$ cat src/hw/rtl/magnetometer_average_minmax_calibrate_assert.svh
// Assertion macros for the magnetometer averaging and calibration block.
// Included by the top level only; no other dependencies.
`ifndef MAGNETOMETER_AVERAGE_MINMAX_CALIBRATE_ASSERT_SVH
`define MAGNETOMETER_AVERAGE_MINMAX_CALIBRATE_ASSERT_SVH

// Same-cycle implication under reset.
`define MACAL_ASSERT_HOLDS(label, clk, rst_n, ante, cons) \
    label: assert property (@(posedge clk) disable iff (!rst_n) (ante) |-> (cons)) \
        else $error("macal assertion failed");

// Next-cycle implication under reset.
`define MACAL_ASSERT_NEXT(label, clk, rst_n, ante, cons) \
    label: assert property (@(posedge clk) disable iff (!rst_n) (ante) |=> (cons)) \
        else $error("macal assertion failed");

`endif

$ cat src/hw/rtl/macal_pkg.sv
// Shared types and constants for the magnetometer averaging block.
// No dependencies; used by the interfaces, the multiplier and the top level.
package macal_pkg;

    localparam int WORD_W      = 16;
    localparam int CAL_W       = 24;
    localparam int MUL_W       = 26;
    localparam int PROD_W      = 2 * MUL_W;
    localparam int RECIP_SHIFT = 24;
    localparam int Q_W         = 17;
    localparam int DIFF_W      = 17;
    localparam int CAL_SHIFT   = 8;
    localparam int CFG_IDX_W   = 3;

    localparam logic [CFG_IDX_W-1:0] CFG_OFFSET_X = 3'd0;
    localparam logic [CFG_IDX_W-1:0] CFG_OFFSET_Y = 3'd1;
    localparam logic [CFG_IDX_W-1:0] CFG_OFFSET_Z = 3'd2;
    localparam logic [CFG_IDX_W-1:0] CFG_SCALE_X  = 3'd3;
    localparam logic [CFG_IDX_W-1:0] CFG_SCALE_Y  = 3'd4;
    localparam logic [CFG_IDX_W-1:0] CFG_SCALE_Z  = 3'd5;

    localparam logic signed [WORD_W-1:0] SCALE_UNITY = 16'sd4096;

    localparam logic [1:0] AXIS_X    = 2'd0;
    localparam logic [1:0] AXIS_Y    = 2'd1;
    localparam logic [1:0] AXIS_Z    = 2'd2;
    localparam logic [1:0] AXIS_LAST = AXIS_Z;

    typedef struct packed {
        logic                     en;
        logic signed [MUL_W-1:0]  a;
        logic signed [MUL_W-1:0]  b;
    } mul_req_t;

endpackage

$ cat src/hw/rtl/macal_if.sv
// Handshake interfaces for sample input and result output.
// Depends on macal_pkg for field widths.
interface macal_in_if;
    logic                                  valid;
    logic                                  ready;
    logic signed [macal_pkg::WORD_W-1:0]   first_word;
    logic signed [macal_pkg::WORD_W-1:0]   middle_word;
    logic signed [macal_pkg::WORD_W-1:0]   last_word;

    modport source (output valid, first_word, middle_word, last_word, input ready);
    modport sink   (input valid, first_word, middle_word, last_word, output ready);
endinterface

interface macal_out_if;
    logic                                  valid;
    logic                                  ready;
    logic signed [macal_pkg::WORD_W-1:0]   avg_x;
    logic signed [macal_pkg::WORD_W-1:0]   avg_y;
    logic signed [macal_pkg::WORD_W-1:0]   avg_z;
    logic signed [macal_pkg::WORD_W-1:0]   min_x;
    logic signed [macal_pkg::WORD_W-1:0]   min_y;
    logic signed [macal_pkg::WORD_W-1:0]   min_z;
    logic signed [macal_pkg::WORD_W-1:0]   max_x;
    logic signed [macal_pkg::WORD_W-1:0]   max_y;
    logic signed [macal_pkg::WORD_W-1:0]   max_z;
    logic signed [macal_pkg::CAL_W-1:0]    cal_x;
    logic signed [macal_pkg::CAL_W-1:0]    cal_y;
    logic signed [macal_pkg::CAL_W-1:0]    cal_z;

    modport source (output valid, avg_x, avg_y, avg_z, min_x, min_y, min_z,
                    max_x, max_y, max_z, cal_x, cal_y, cal_z, input ready);
    modport sink   (input valid, avg_x, avg_y, avg_z, min_x, min_y, min_z,
                    max_x, max_y, max_z, cal_x, cal_y, cal_z, output ready);
endinterface

$ cat src/hw/rtl/macal_mul.sv
// Shared signed multiplier with registered product.
// Depends on macal_pkg (mul_req_t, widths).
module macal_mul
(
    input  logic                                    clk,
    input  macal_pkg::mul_req_t                     req,
    output logic signed [macal_pkg::PROD_W-1:0]     prod
);

    logic signed [macal_pkg::PROD_W-1:0] prod_reg;
    logic signed [macal_pkg::PROD_W-1:0] prod_next;

    assign prod_next = macal_pkg::PROD_W'(req.a) * macal_pkg::PROD_W'(req.b);

    always_ff @(posedge clk)
    begin
        if (req.en)
        begin
            prod_reg <= prod_next;
        end
    end

    assign prod = prod_reg;

endmodule

$ cat src/hw/rtl/magnetometer_average_minmax_calibrate.sv
// Magnetometer window average, min/max tracking and offset/scale calibration.
// A sample transaction runs six sequencer steps per axis over three axes, then
// one done step that loads the result register. Not ready while a sample is in
// work; a held result stalls S_DONE.
// Reset (rst_n low, async): window emptied, sums, min/max cleared, scales unity.
// Depends on macal_pkg, macal_if, macal_mul and the assertion header.
`include "magnetometer_average_minmax_calibrate_assert.svh"

module magnetometer_average_minmax_calibrate
#(
    parameter int WINDOW_LEN = 10
)
(
    input  logic                                  clk,
    input  logic                                  rst_n,
    input  logic                                  cfg_we,
    input  logic [macal_pkg::CFG_IDX_W-1:0]       cfg_index,
    input  logic [macal_pkg::WORD_W-1:0]          cfg_data,
    macal_in_if.sink                              sample,
    macal_out_if.source                           result
);

    // Window is a circular buffer; ptr marks the oldest slot. Until the
    // pointer first wraps, the slot being replaced was never written and
    // counts as zero, so a single "full" flag stands in for valid bits.
    localparam int PTR_W = (WINDOW_LEN > 1) ? $clog2(WINDOW_LEN) : 1;
    // Running sum spans +/- WINDOW_LEN * 32768.
    localparam int SUM_W = 17 + $clog2(WINDOW_LEN);
    // Reciprocal for divide by WINDOW_LEN: estimate is exact or one low.
    localparam int RECIP = (1 << macal_pkg::RECIP_SHIFT) / WINDOW_LEN;

    localparam int W = macal_pkg::WORD_W;

    typedef enum logic [7:0]
    {
        S_IDLE = 8'b0000_0001,
        S_SUM  = 8'b0000_0010,
        S_MULQ = 8'b0000_0100,
        S_MULR = 8'b0000_1000,
        S_FIX  = 8'b0001_0000,
        S_MULC = 8'b0010_0000,
        S_CAL  = 8'b0100_0000,
        S_DONE = 8'b1000_0000
    } state_t;

    typedef logic [2:0][W-1:0] row_t;   // [0]=x, [1]=y, [2]=z

    state_t                         state_reg, state_next;
    logic [1:0]                     axis_reg;
    logic [PTR_W-1:0]               ptr_reg;
    logic                           full_reg;
    logic                           old_valid_reg;

    row_t                           mem [WINDOW_LEN];
    row_t                           rd_row_reg;
    row_t                           new_row_reg;
    row_t                           sample_row;

    logic signed [SUM_W-1:0]        sum_reg [3];
    logic signed [W-1:0]            avg_reg [3];
    logic signed [W-1:0]            min_reg [3];
    logic signed [W-1:0]            max_reg [3];
    logic signed [macal_pkg::CAL_W-1:0] cal_reg [3];
    logic [macal_pkg::Q_W-1:0]      q_reg;

    logic signed [W-1:0]            offset_reg [3];
    logic signed [W-1:0]            scale_reg [3];

    // result register
    logic                           out_valid_reg;
    logic signed [W-1:0]            o_avg_reg [3];
    logic signed [W-1:0]            o_min_reg [3];
    logic signed [W-1:0]            o_max_reg [3];
    logic signed [macal_pkg::CAL_W-1:0] o_cal_reg [3];

    logic                           accept;
    logic                           load_out;
    logic signed [SUM_W-1:0]        sum_cur;
    logic [SUM_W-1:0]               sum_abs;
    logic signed [W-1:0]            old_word;
    logic signed [SUM_W-1:0]        sum_next;
    logic [SUM_W-1:0]               rem;
    logic [macal_pkg::Q_W-1:0]      q_fix;
    logic signed [W-1:0]            avg_next;
    logic signed [macal_pkg::DIFF_W-1:0] diff;
    macal_pkg::mul_req_t            mul_req;
    logic signed [macal_pkg::PROD_W-1:0] prod;

    assign accept       = sample.valid && sample.ready;
    assign sample.ready = (state_reg == S_IDLE);
    assign load_out     = (state_reg == S_DONE) && (!out_valid_reg || result.ready);

    // Axis remap: x from last word, y from negated first word (16-bit wrap).
    assign sample_row[0] = sample.last_word;
    assign sample_row[1] = W'(-sample.first_word);
    assign sample_row[2] = sample.middle_word;

    // ---------------------------------------------------------------
    // Window memory: one row per slot, read-before-write on accept
    // ---------------------------------------------------------------
    always_ff @(posedge clk)
    begin
        if (accept)
        begin
            rd_row_reg    <= mem[ptr_reg];
            mem[ptr_reg]  <= sample_row;
            new_row_reg   <= sample_row;
        end
    end

    always_ff @(posedge clk or negedge rst_n)
    begin
        if (!rst_n)
        begin
            ptr_reg       <= '0;
            full_reg      <= 1'b0;
            old_valid_reg <= 1'b0;
        end
        else if (accept)
        begin
            old_valid_reg <= full_reg;
            if (ptr_reg == PTR_W'(WINDOW_LEN - 1))
            begin
                ptr_reg  <= '0;
                full_reg <= 1'b1;
            end
            else
            begin
                ptr_reg <= ptr_reg + 1'b1;
            end
        end
    end

    // ---------------------------------------------------------------
    // Per-axis datapath
    // ---------------------------------------------------------------
    assign sum_cur  = sum_reg[axis_reg];
    assign sum_abs  = sum_cur[SUM_W-1] ? SUM_W'(-sum_cur) : SUM_W'(sum_cur);
    assign old_word = old_valid_reg ? $signed(rd_row_reg[axis_reg]) : '0;
    assign sum_next = sum_cur - SUM_W'(old_word)
                      + SUM_W'($signed(new_row_reg[axis_reg]));

    // remainder after the estimated quotient; bump by one if still >= N
    assign rem      = sum_abs - prod[SUM_W-1:0];
    assign q_fix    = (rem >= SUM_W'(WINDOW_LEN)) ? q_reg + 1'b1 : q_reg;
    assign avg_next = sum_cur[SUM_W-1] ? W'(-q_fix) : W'(q_fix);

    assign diff = macal_pkg::DIFF_W'(avg_reg[axis_reg])
                  - macal_pkg::DIFF_W'(offset_reg[axis_reg]);

    always_comb
    begin
        mul_req.en = 1'b0;
        mul_req.a  = '0;
        mul_req.b  = '0;
        case (state_reg)
            S_MULQ:
            begin
                mul_req.en = 1'b1;
                mul_req.a  = macal_pkg::MUL_W'(sum_abs);
                mul_req.b  = macal_pkg::MUL_W'(RECIP);
            end
            S_MULR:
            begin
                mul_req.en = 1'b1;
                mul_req.a  = macal_pkg::MUL_W'(prod[macal_pkg::RECIP_SHIFT +: macal_pkg::Q_W]);
                mul_req.b  = macal_pkg::MUL_W'(WINDOW_LEN);
            end
            S_MULC:
            begin
                mul_req.en = 1'b1;
                mul_req.a  = macal_pkg::MUL_W'(diff);
                mul_req.b  = macal_pkg::MUL_W'(scale_reg[axis_reg]);
            end
            default:
            begin
                mul_req.en = 1'b0;
            end
        endcase
    end

    macal_mul u_mul
    (
        .clk  (clk),
        .req  (mul_req),
        .prod (prod)
    );

    // ---------------------------------------------------------------
    // Sequencer
    // ---------------------------------------------------------------
    always_comb
    begin
        state_next = state_reg;
        case (state_reg)
            S_IDLE: if (accept) state_next = S_SUM;
            S_SUM:  state_next = S_MULQ;
            S_MULQ: state_next = S_MULR;
            S_MULR: state_next = S_FIX;
            S_FIX:  state_next = S_MULC;
            S_MULC: state_next = S_CAL;
            S_CAL:  state_next = (axis_reg == macal_pkg::AXIS_LAST) ? S_DONE : S_SUM;
            S_DONE: if (load_out) state_next = S_IDLE;
            default: state_next = S_IDLE;
        endcase
    end

    always_ff @(posedge clk or negedge rst_n)
    begin
        if (!rst_n)
        begin
            state_reg <= S_IDLE;
            axis_reg  <= macal_pkg::AXIS_X;
        end
        else
        begin
            state_reg <= state_next;
            if (accept)
            begin
                axis_reg <= macal_pkg::AXIS_X;
            end
            else if (state_reg == S_CAL && axis_reg != macal_pkg::AXIS_LAST)
            begin
                axis_reg <= axis_reg + 1'b1;
            end
        end
    end

    // sums and min/max are architectural state: reset to zero
    always_ff @(posedge clk or negedge rst_n)
    begin
        if (!rst_n)
        begin
            for (int a = 0; a < 3; a++)
            begin
                sum_reg[a] <= '0;
                min_reg[a] <= '0;
                max_reg[a] <= '0;
            end
        end
        else
        begin
            if (state_reg == S_SUM)
            begin
                sum_reg[axis_reg] <= sum_next;
            end
            if (state_reg == S_FIX)
            begin
                if (avg_next < min_reg[axis_reg])
                begin
                    min_reg[axis_reg] <= avg_next;
                end
                if (avg_next > max_reg[axis_reg])
                begin
                    max_reg[axis_reg] <= avg_next;
                end
            end
        end
    end

    // working payload
    always_ff @(posedge clk)
    begin
        if (state_reg == S_MULR)
        begin
            q_reg <= prod[macal_pkg::RECIP_SHIFT +: macal_pkg::Q_W];
        end
        if (state_reg == S_FIX)
        begin
            avg_reg[axis_reg] <= avg_next;
        end
        if (state_reg == S_CAL)
        begin
            // arithmetic shift right 8 (floor), keeps 4 fraction bits
            cal_reg[axis_reg] <= prod[macal_pkg::CAL_SHIFT +: macal_pkg::CAL_W];
        end
    end

    // ---------------------------------------------------------------
    // Configuration registers
    // ---------------------------------------------------------------
    always_ff @(posedge clk or negedge rst_n)
    begin
        if (!rst_n)
        begin
            for (int a = 0; a < 3; a++)
            begin
                offset_reg[a] <= '0;
                scale_reg[a]  <= macal_pkg::SCALE_UNITY;
            end
        end
        else if (cfg_we)
        begin
            case (cfg_index)
                macal_pkg::CFG_OFFSET_X: offset_reg[0] <= cfg_data;
                macal_pkg::CFG_OFFSET_Y: offset_reg[1] <= cfg_data;
                macal_pkg::CFG_OFFSET_Z: offset_reg[2] <= cfg_data;
                macal_pkg::CFG_SCALE_X:  scale_reg[0]  <= cfg_data;
                macal_pkg::CFG_SCALE_Y:  scale_reg[1]  <= cfg_data;
                macal_pkg::CFG_SCALE_Z:  scale_reg[2]  <= cfg_data;
                default: ;  // unmapped index, write dropped
            endcase
        end
    end

    // ---------------------------------------------------------------
    // Result register
    // ---------------------------------------------------------------
    always_ff @(posedge clk or negedge rst_n)
    begin
        if (!rst_n)
        begin
            out_valid_reg <= 1'b0;
        end
        else if (load_out)
        begin
            out_valid_reg <= 1'b1;
        end
        else if (result.ready)
        begin
            out_valid_reg <= 1'b0;
        end
    end

    always_ff @(posedge clk)
    begin
        if (load_out)
        begin
            for (int a = 0; a < 3; a++)
            begin
                o_avg_reg[a] <= avg_reg[a];
                o_min_reg[a] <= min_reg[a];
                o_max_reg[a] <= max_reg[a];
                o_cal_reg[a] <= cal_reg[a];
            end
        end
    end

    assign result.valid = out_valid_reg;
    assign result.avg_x = o_avg_reg[0];
    assign result.avg_y = o_avg_reg[1];
    assign result.avg_z = o_avg_reg[2];
    assign result.min_x = o_min_reg[0];
    assign result.min_y = o_min_reg[1];
    assign result.min_z = o_min_reg[2];
    assign result.max_x = o_max_reg[0];
    assign result.max_y = o_max_reg[1];
    assign result.max_z = o_max_reg[2];
    assign result.cal_x = o_cal_reg[0];
    assign result.cal_y = o_cal_reg[1];
    assign result.cal_z = o_cal_reg[2];

    // ---------------------------------------------------------------
    // Assertions
    // ---------------------------------------------------------------
    `MACAL_ASSERT_HOLDS(a_out_bounds, clk, rst_n, result.valid,
        (result.min_x <= result.avg_x) && (result.avg_x <= result.max_x) &&
        (result.min_y <= result.avg_y) && (result.avg_y <= result.max_y) &&
        (result.min_z <= result.avg_z) && (result.avg_z <= result.max_z))
    `MACAL_ASSERT_HOLDS(a_minmax_sign, clk, rst_n, 1'b1,
        (min_reg[0] <= 0) && (min_reg[1] <= 0) && (min_reg[2] <= 0) &&
        (max_reg[0] >= 0) && (max_reg[1] >= 0) && (max_reg[2] >= 0))
    `MACAL_ASSERT_NEXT(a_accept_start, clk, rst_n, accept,
        (state_reg == S_SUM) && (axis_reg == macal_pkg::AXIS_X))
    `MACAL_ASSERT_HOLDS(a_done_all_axes, clk, rst_n, state_reg == S_DONE,
        axis_reg == macal_pkg::AXIS_LAST)

endmodule
$ cat src/flat_wrapper.sv
// flat-port wrapper written by rule: the top's interface ports become plain ports
module magnetometer_average_minmax_calibrate_flat 
#(
    parameter int WINDOW_LEN = 10
)
  (clk, rst_n, cfg_we, cfg_index, cfg_data, sample_valid, sample_first_word, sample_middle_word, sample_last_word, sample_ready, result_valid, result_avg_x, result_avg_y, result_avg_z, result_min_x, result_min_y, result_min_z, result_max_x, result_max_y, result_max_z, result_cal_x, result_cal_y, result_cal_z, result_ready);
  macal_in_if sample_i ();
  macal_out_if result_i ();
  input  logic clk;
  input  logic rst_n;
  input  logic cfg_we;
  input  logic [macal_pkg::CFG_IDX_W-1:0] cfg_index;
  input  logic [macal_pkg::WORD_W-1:0] cfg_data;
  input wire logic [$bits(sample_i.valid)-1:0] sample_valid;
  input wire logic [$bits(sample_i.first_word)-1:0] sample_first_word;
  input wire logic [$bits(sample_i.middle_word)-1:0] sample_middle_word;
  input wire logic [$bits(sample_i.last_word)-1:0] sample_last_word;
  output wire logic [$bits(sample_i.ready)-1:0] sample_ready;
  output wire logic [$bits(result_i.valid)-1:0] result_valid;
  output wire logic [$bits(result_i.avg_x)-1:0] result_avg_x;
  output wire logic [$bits(result_i.avg_y)-1:0] result_avg_y;
  output wire logic [$bits(result_i.avg_z)-1:0] result_avg_z;
  output wire logic [$bits(result_i.min_x)-1:0] result_min_x;
  output wire logic [$bits(result_i.min_y)-1:0] result_min_y;
  output wire logic [$bits(result_i.min_z)-1:0] result_min_z;
  output wire logic [$bits(result_i.max_x)-1:0] result_max_x;
  output wire logic [$bits(result_i.max_y)-1:0] result_max_y;
  output wire logic [$bits(result_i.max_z)-1:0] result_max_z;
  output wire logic [$bits(result_i.cal_x)-1:0] result_cal_x;
  output wire logic [$bits(result_i.cal_y)-1:0] result_cal_y;
  output wire logic [$bits(result_i.cal_z)-1:0] result_cal_z;
  input wire logic [$bits(result_i.ready)-1:0] result_ready;
  assign sample_i.valid = sample_valid;
  assign sample_i.first_word = sample_first_word;
  assign sample_i.middle_word = sample_middle_word;
  assign sample_i.last_word = sample_last_word;
  assign sample_ready = sample_i.ready;
  assign result_valid = result_i.valid;
  assign result_avg_x = result_i.avg_x;
  assign result_avg_y = result_i.avg_y;
  assign result_avg_z = result_i.avg_z;
  assign result_min_x = result_i.min_x;
  assign result_min_y = result_i.min_y;
  assign result_min_z = result_i.min_z;
  assign result_max_x = result_i.max_x;
  assign result_max_y = result_i.max_y;
  assign result_max_z = result_i.max_z;
  assign result_cal_x = result_i.cal_x;
  assign result_cal_y = result_i.cal_y;
  assign result_cal_z = result_i.cal_z;
  assign result_i.ready = result_ready;
  magnetometer_average_minmax_calibrate #(.WINDOW_LEN(WINDOW_LEN)) u_core (.clk(clk), .rst_n(rst_n), .cfg_we(cfg_we), .cfg_index(cfg_index), .cfg_data(cfg_data), .sample(sample_i), .result(result_i));
endmodule
$ cat config.mk
export PLATFORM = sky130hd
export DESIGN_NAME = magnetometer_average_minmax_calibrate_flat
export DESIGN_NICKNAME = d
export VERILOG_FILES = /design/src/hw/rtl/macal_pkg.sv /design/src/hw/rtl/macal_if.sv /design/src/hw/rtl/macal_mul.sv /design/src/hw/rtl/magnetometer_average_minmax_calibrate.sv /design/src/flat_wrapper.sv
export VERILOG_INCLUDE_DIRS = /design/src /design/src/hw/rtl
export SDC_FILE = /design/constraint.sdc
export NUM_CORES = 2
export LEC_CHECK = 0
export CORE_MARGIN = 10
export CORE_UTILIZATION = 52
export CTS_CLUSTER_DIAMETER = 100
export CTS_CLUSTER_SIZE = 20
export DETAILED_ROUTE_END_ITERATION = 6
export DONT_BUFFER_PORTS = 1
export GPL_ROUTABILITY_DRIVEN = 0
export PLACE_DENSITY = 0.69
export SLEW_MARGIN = 10
export SYNTH_ARGS = -nofsm -noshare
export SYNTH_HDL_FRONTEND = slang
export SYNTH_SLANG_ARGS = --single-unit
$ cat constraint.sdc
create_clock -name clk -period 16.7 [get_ports clk]
set_input_delay 1.67 -clock clk [delete_from_list [all_inputs] [get_ports clk]]
set_output_delay 1.67 -clock clk [all_outputs]
set_load 0.1 [all_outputs]
==> reports/metrics.yaml <==
run_status:
  status: "completed"
global_routing:
  grt_pass1_wl_um: 264000
  grt-ovfl-total: 0
  grtUsageMet3_pct: 5.03
  grt_pass1_vias: 42129
  grt_max_degree: 273
  met1_usage_pct: 30.0
  gr-usage-met2_pct: 36.8
  busiest_layer: "met2"
  track_usage_pct: 22.9
  antenna_found_initial: 2
sta:
  fin_crit_ns: 12.98
  fin_tns_setup_ns: 0
  finalMaxSlewViolations: 0
  max_slew_margin_pct: 11.8
  finalSetupViolCount: 0
  finalHoldViolations: 0
  tightest_slew_ns: 1.31
  max_freq_mhz: 77.0
  finClkSkew_ns: 0.0420
  post-route-period-util_pct: 77.7
  rsz0062_at_grt: "false"
clock_tree:
  clockBufferDepth: 3
  h-tree-depth: 3
  root_buffer: "clkbuf_16"
  clk_latency_ns: 0.72
  cts_sinks: 1257
  clk_pin_slew_ns: 0.08
  cts_resized: 0
  cts_hold_buf: 0
  cts_setup_buffers: 0
  cts_tree: "built"
  numCtsBuffers: 76
drt:
  postRouteAntennaNets: 0
  wl_per_cell_um: 24.9
  drt_iter0_drc: 3426
  drc: 0
  routed_wl_um: 173000
  first_pass_iters: 6
  vias: 40747
  viasPerCell: 5.85
floorplan:
  fp-row-count: 134
  die_x_um: 388
  start_util_pct: 52.5
  ios: 290
  dieHeight_um: 388
  die-area_sq_mm: 0.150
  core-area_sq_mm: 0.134
worst_setup_path:
  cpMostUsedCell: "fa_1"
  worstSetupStartpointType: "register"
  required_ns: 17.14
  end_kind: "register"
  cp.arrival_ns: 13.42
  crit_type: "register to register"
  cp_top_family: "compound AO/OA/AOI/OAI gates"
  slowest_delay_ns: 1.09
  crit_slowest_cell: "dfrtp_4"
  critPathBufInv: 6
  path_max_fanout: 90
finish:
  drive_gt1_share_pct: 11.4
  fin_nets: 6006
  areaGrowthSynthToFinish_pct: 6.34
  largest_reg_flops: 480
  register_area_sq_mm: 0.0364
  multiInputGateArea_sq_mm: 0.0309
  nFillCells: 10617
  final_cells: 6968
  finish.instance_area_sq_mm: 0.0748
logic_synthesis:
  yosysTopAreaCellShare_pct: 42.0
  async_flop_share_pct: 21.6
  netlist_instances: 5195
  synth_nets: 6049
  yosysWarningCount: 0
  synthTopCellsByCount: "985 x edfxtp_1, 658 x inv_1, 543 x fa_1, 387 x nand2_1, 307 x nor2_1"
  synth_edf_count: 985
  synth_cell_types: 95
  synthTopCellsByArea: "edfxtp_1 42%, fa_1 15%, dfrtp_1 9.5%, ha_1 4.2%, mux4_2 3.6%"
  yosys_register_bits: 1257
  synth_top_area_cell: "edfxtp_1"
  netlist_area_sq_mm: 0.0704
  ys_seq_area_share_pct: 51.7
  synthFlopType: "edfxtp_1"
  avgSynthCellArea_sq_um: 13.5
  yosysMostFrequentCell: "edfxtp_1"
hold_path:
  min_path_type: "register to register"
placed_design:
  post_dp_cell_area_sq_mm: 0.0726
  dp_hpwl_um: 127000
  port_buffers: 0
  dp.cells: 6842
pwr:
  leakage_nw: 29.6
  peakVddDrop_uv: 148
  power_density_mw_per_mm2: 117
job:
  maxCapViolCount: 0
==> kinds of logic (layout without fill, tap and decap cells) <==
logic type	count (synthesis)	after routing	share of synthesized area, %
adders and majority gates	782	782	19.7
other	0	5	0
and+or+nand+nor	1008	1008	6.49
buffers and inverters	858	858	4.63
AOI/OAI and AO/OA	594	594	5.40
xor gates and xnor gates	164	164	2.07
DFF	1257	1257	51.7
muxes	532	532	10.0
==> cells in the final DEF, fill, tap and decap left out, types with 9 or more instances in the layout <==
cell / n
fa_1: 543
o21a_1: 12
nor3_1: 30
o21ai_0: 105
o211ai_1: 12
nor2b_1: 65
nand3_1: 38
o21bai_1: 9
xor2_1: 52
o2bb2ai_1: 17
clkbuf_1: 31
clkbuf_16: 77
o21ai_1: 14
a31oi_1: 13
buf_4: 74
nand2_1: 387
and3_1: 23
edfxtp_1: 985
dfrtp_1: 262
mux2_2: 223
mux4_2: 112
a211oi_1: 56
nand2b_1: 18
or3_1: 10
ha_1: 239
mux2_1: 22
nor4_1: 9
a21oi_1: 212
nor2_1: 303
a21o_1: 45
and2_1: 35
xnor2_1: 109
inv_1: 657
mux2i_1: 173
or2_2: 17
a22oi_1: 11
nand4_1: 18
==> path summary, 6_finish.rpt <==
path | startpoint | endpoint | slack (ns) | depth (start not counted)
max in group asynchronous | rst_n | u_core.result.valid | 15.52 | 0
setup / recovery | u_core.axis_reg[0] | u_core.u_mul.prod[39] | 3.72 | 41
setup reg to reg | u_core.axis_reg[0] | u_core.u_mul.prod[39] | 3.72 | 41
hold / removal | u_core.cal_reg[2][3] | u_core.o_cal_reg[0][51] | 0.42 | 0
hold reg to reg | u_core.cal_reg[2][3] | u_core.o_cal_reg[0][51] | 0.42 | 0
min in group asynchronous | rst_n | u_core.min_reg[33] | 0.67 | 0
==> metal layers <==
metal	part of all wire, %	wire [um]	vias to the layer above
met5	0.0063	11	-
met3	8.0	13800	359
met1	40	69400	20906
li1	-	-	17852
met4	4.6	8050	2
met2	47	82200	1628
==> where the power goes <==
group	internal (mW)	total (mW)	switching [mW]
Combinational	1.16	2.88	1.72
Clock	0.875	1.90	1.03
Sequential	3.72	3.94	0.228
==> layout make-up <==
class	count	share of cell area (%)
sequential	1257	48.7
multi-input combinational	3080	41.3
inverter	661	3.32
tap	1768	2.96
clock buffer	108	2.73
timing repair buffer	76	0.796
clock inverter	13	0.271
antenna	5	0.0167
==> metrics by stage <==
step	util (%)	setup WS (ns)	hold WS (ns)	power [mW]
finish	55.9	3.72	0.415	8.73
global route	55.9	2.91	0.428	9.20
CTS	55.8	3.87	0.419	8.77
detailed placement	54.2	3.93	0.405	6.88
global placement	54.2	4.10	0.401	6.81
floorplan	-	4.59	0.400	6.04
Power figures use the tool's default switching activity.
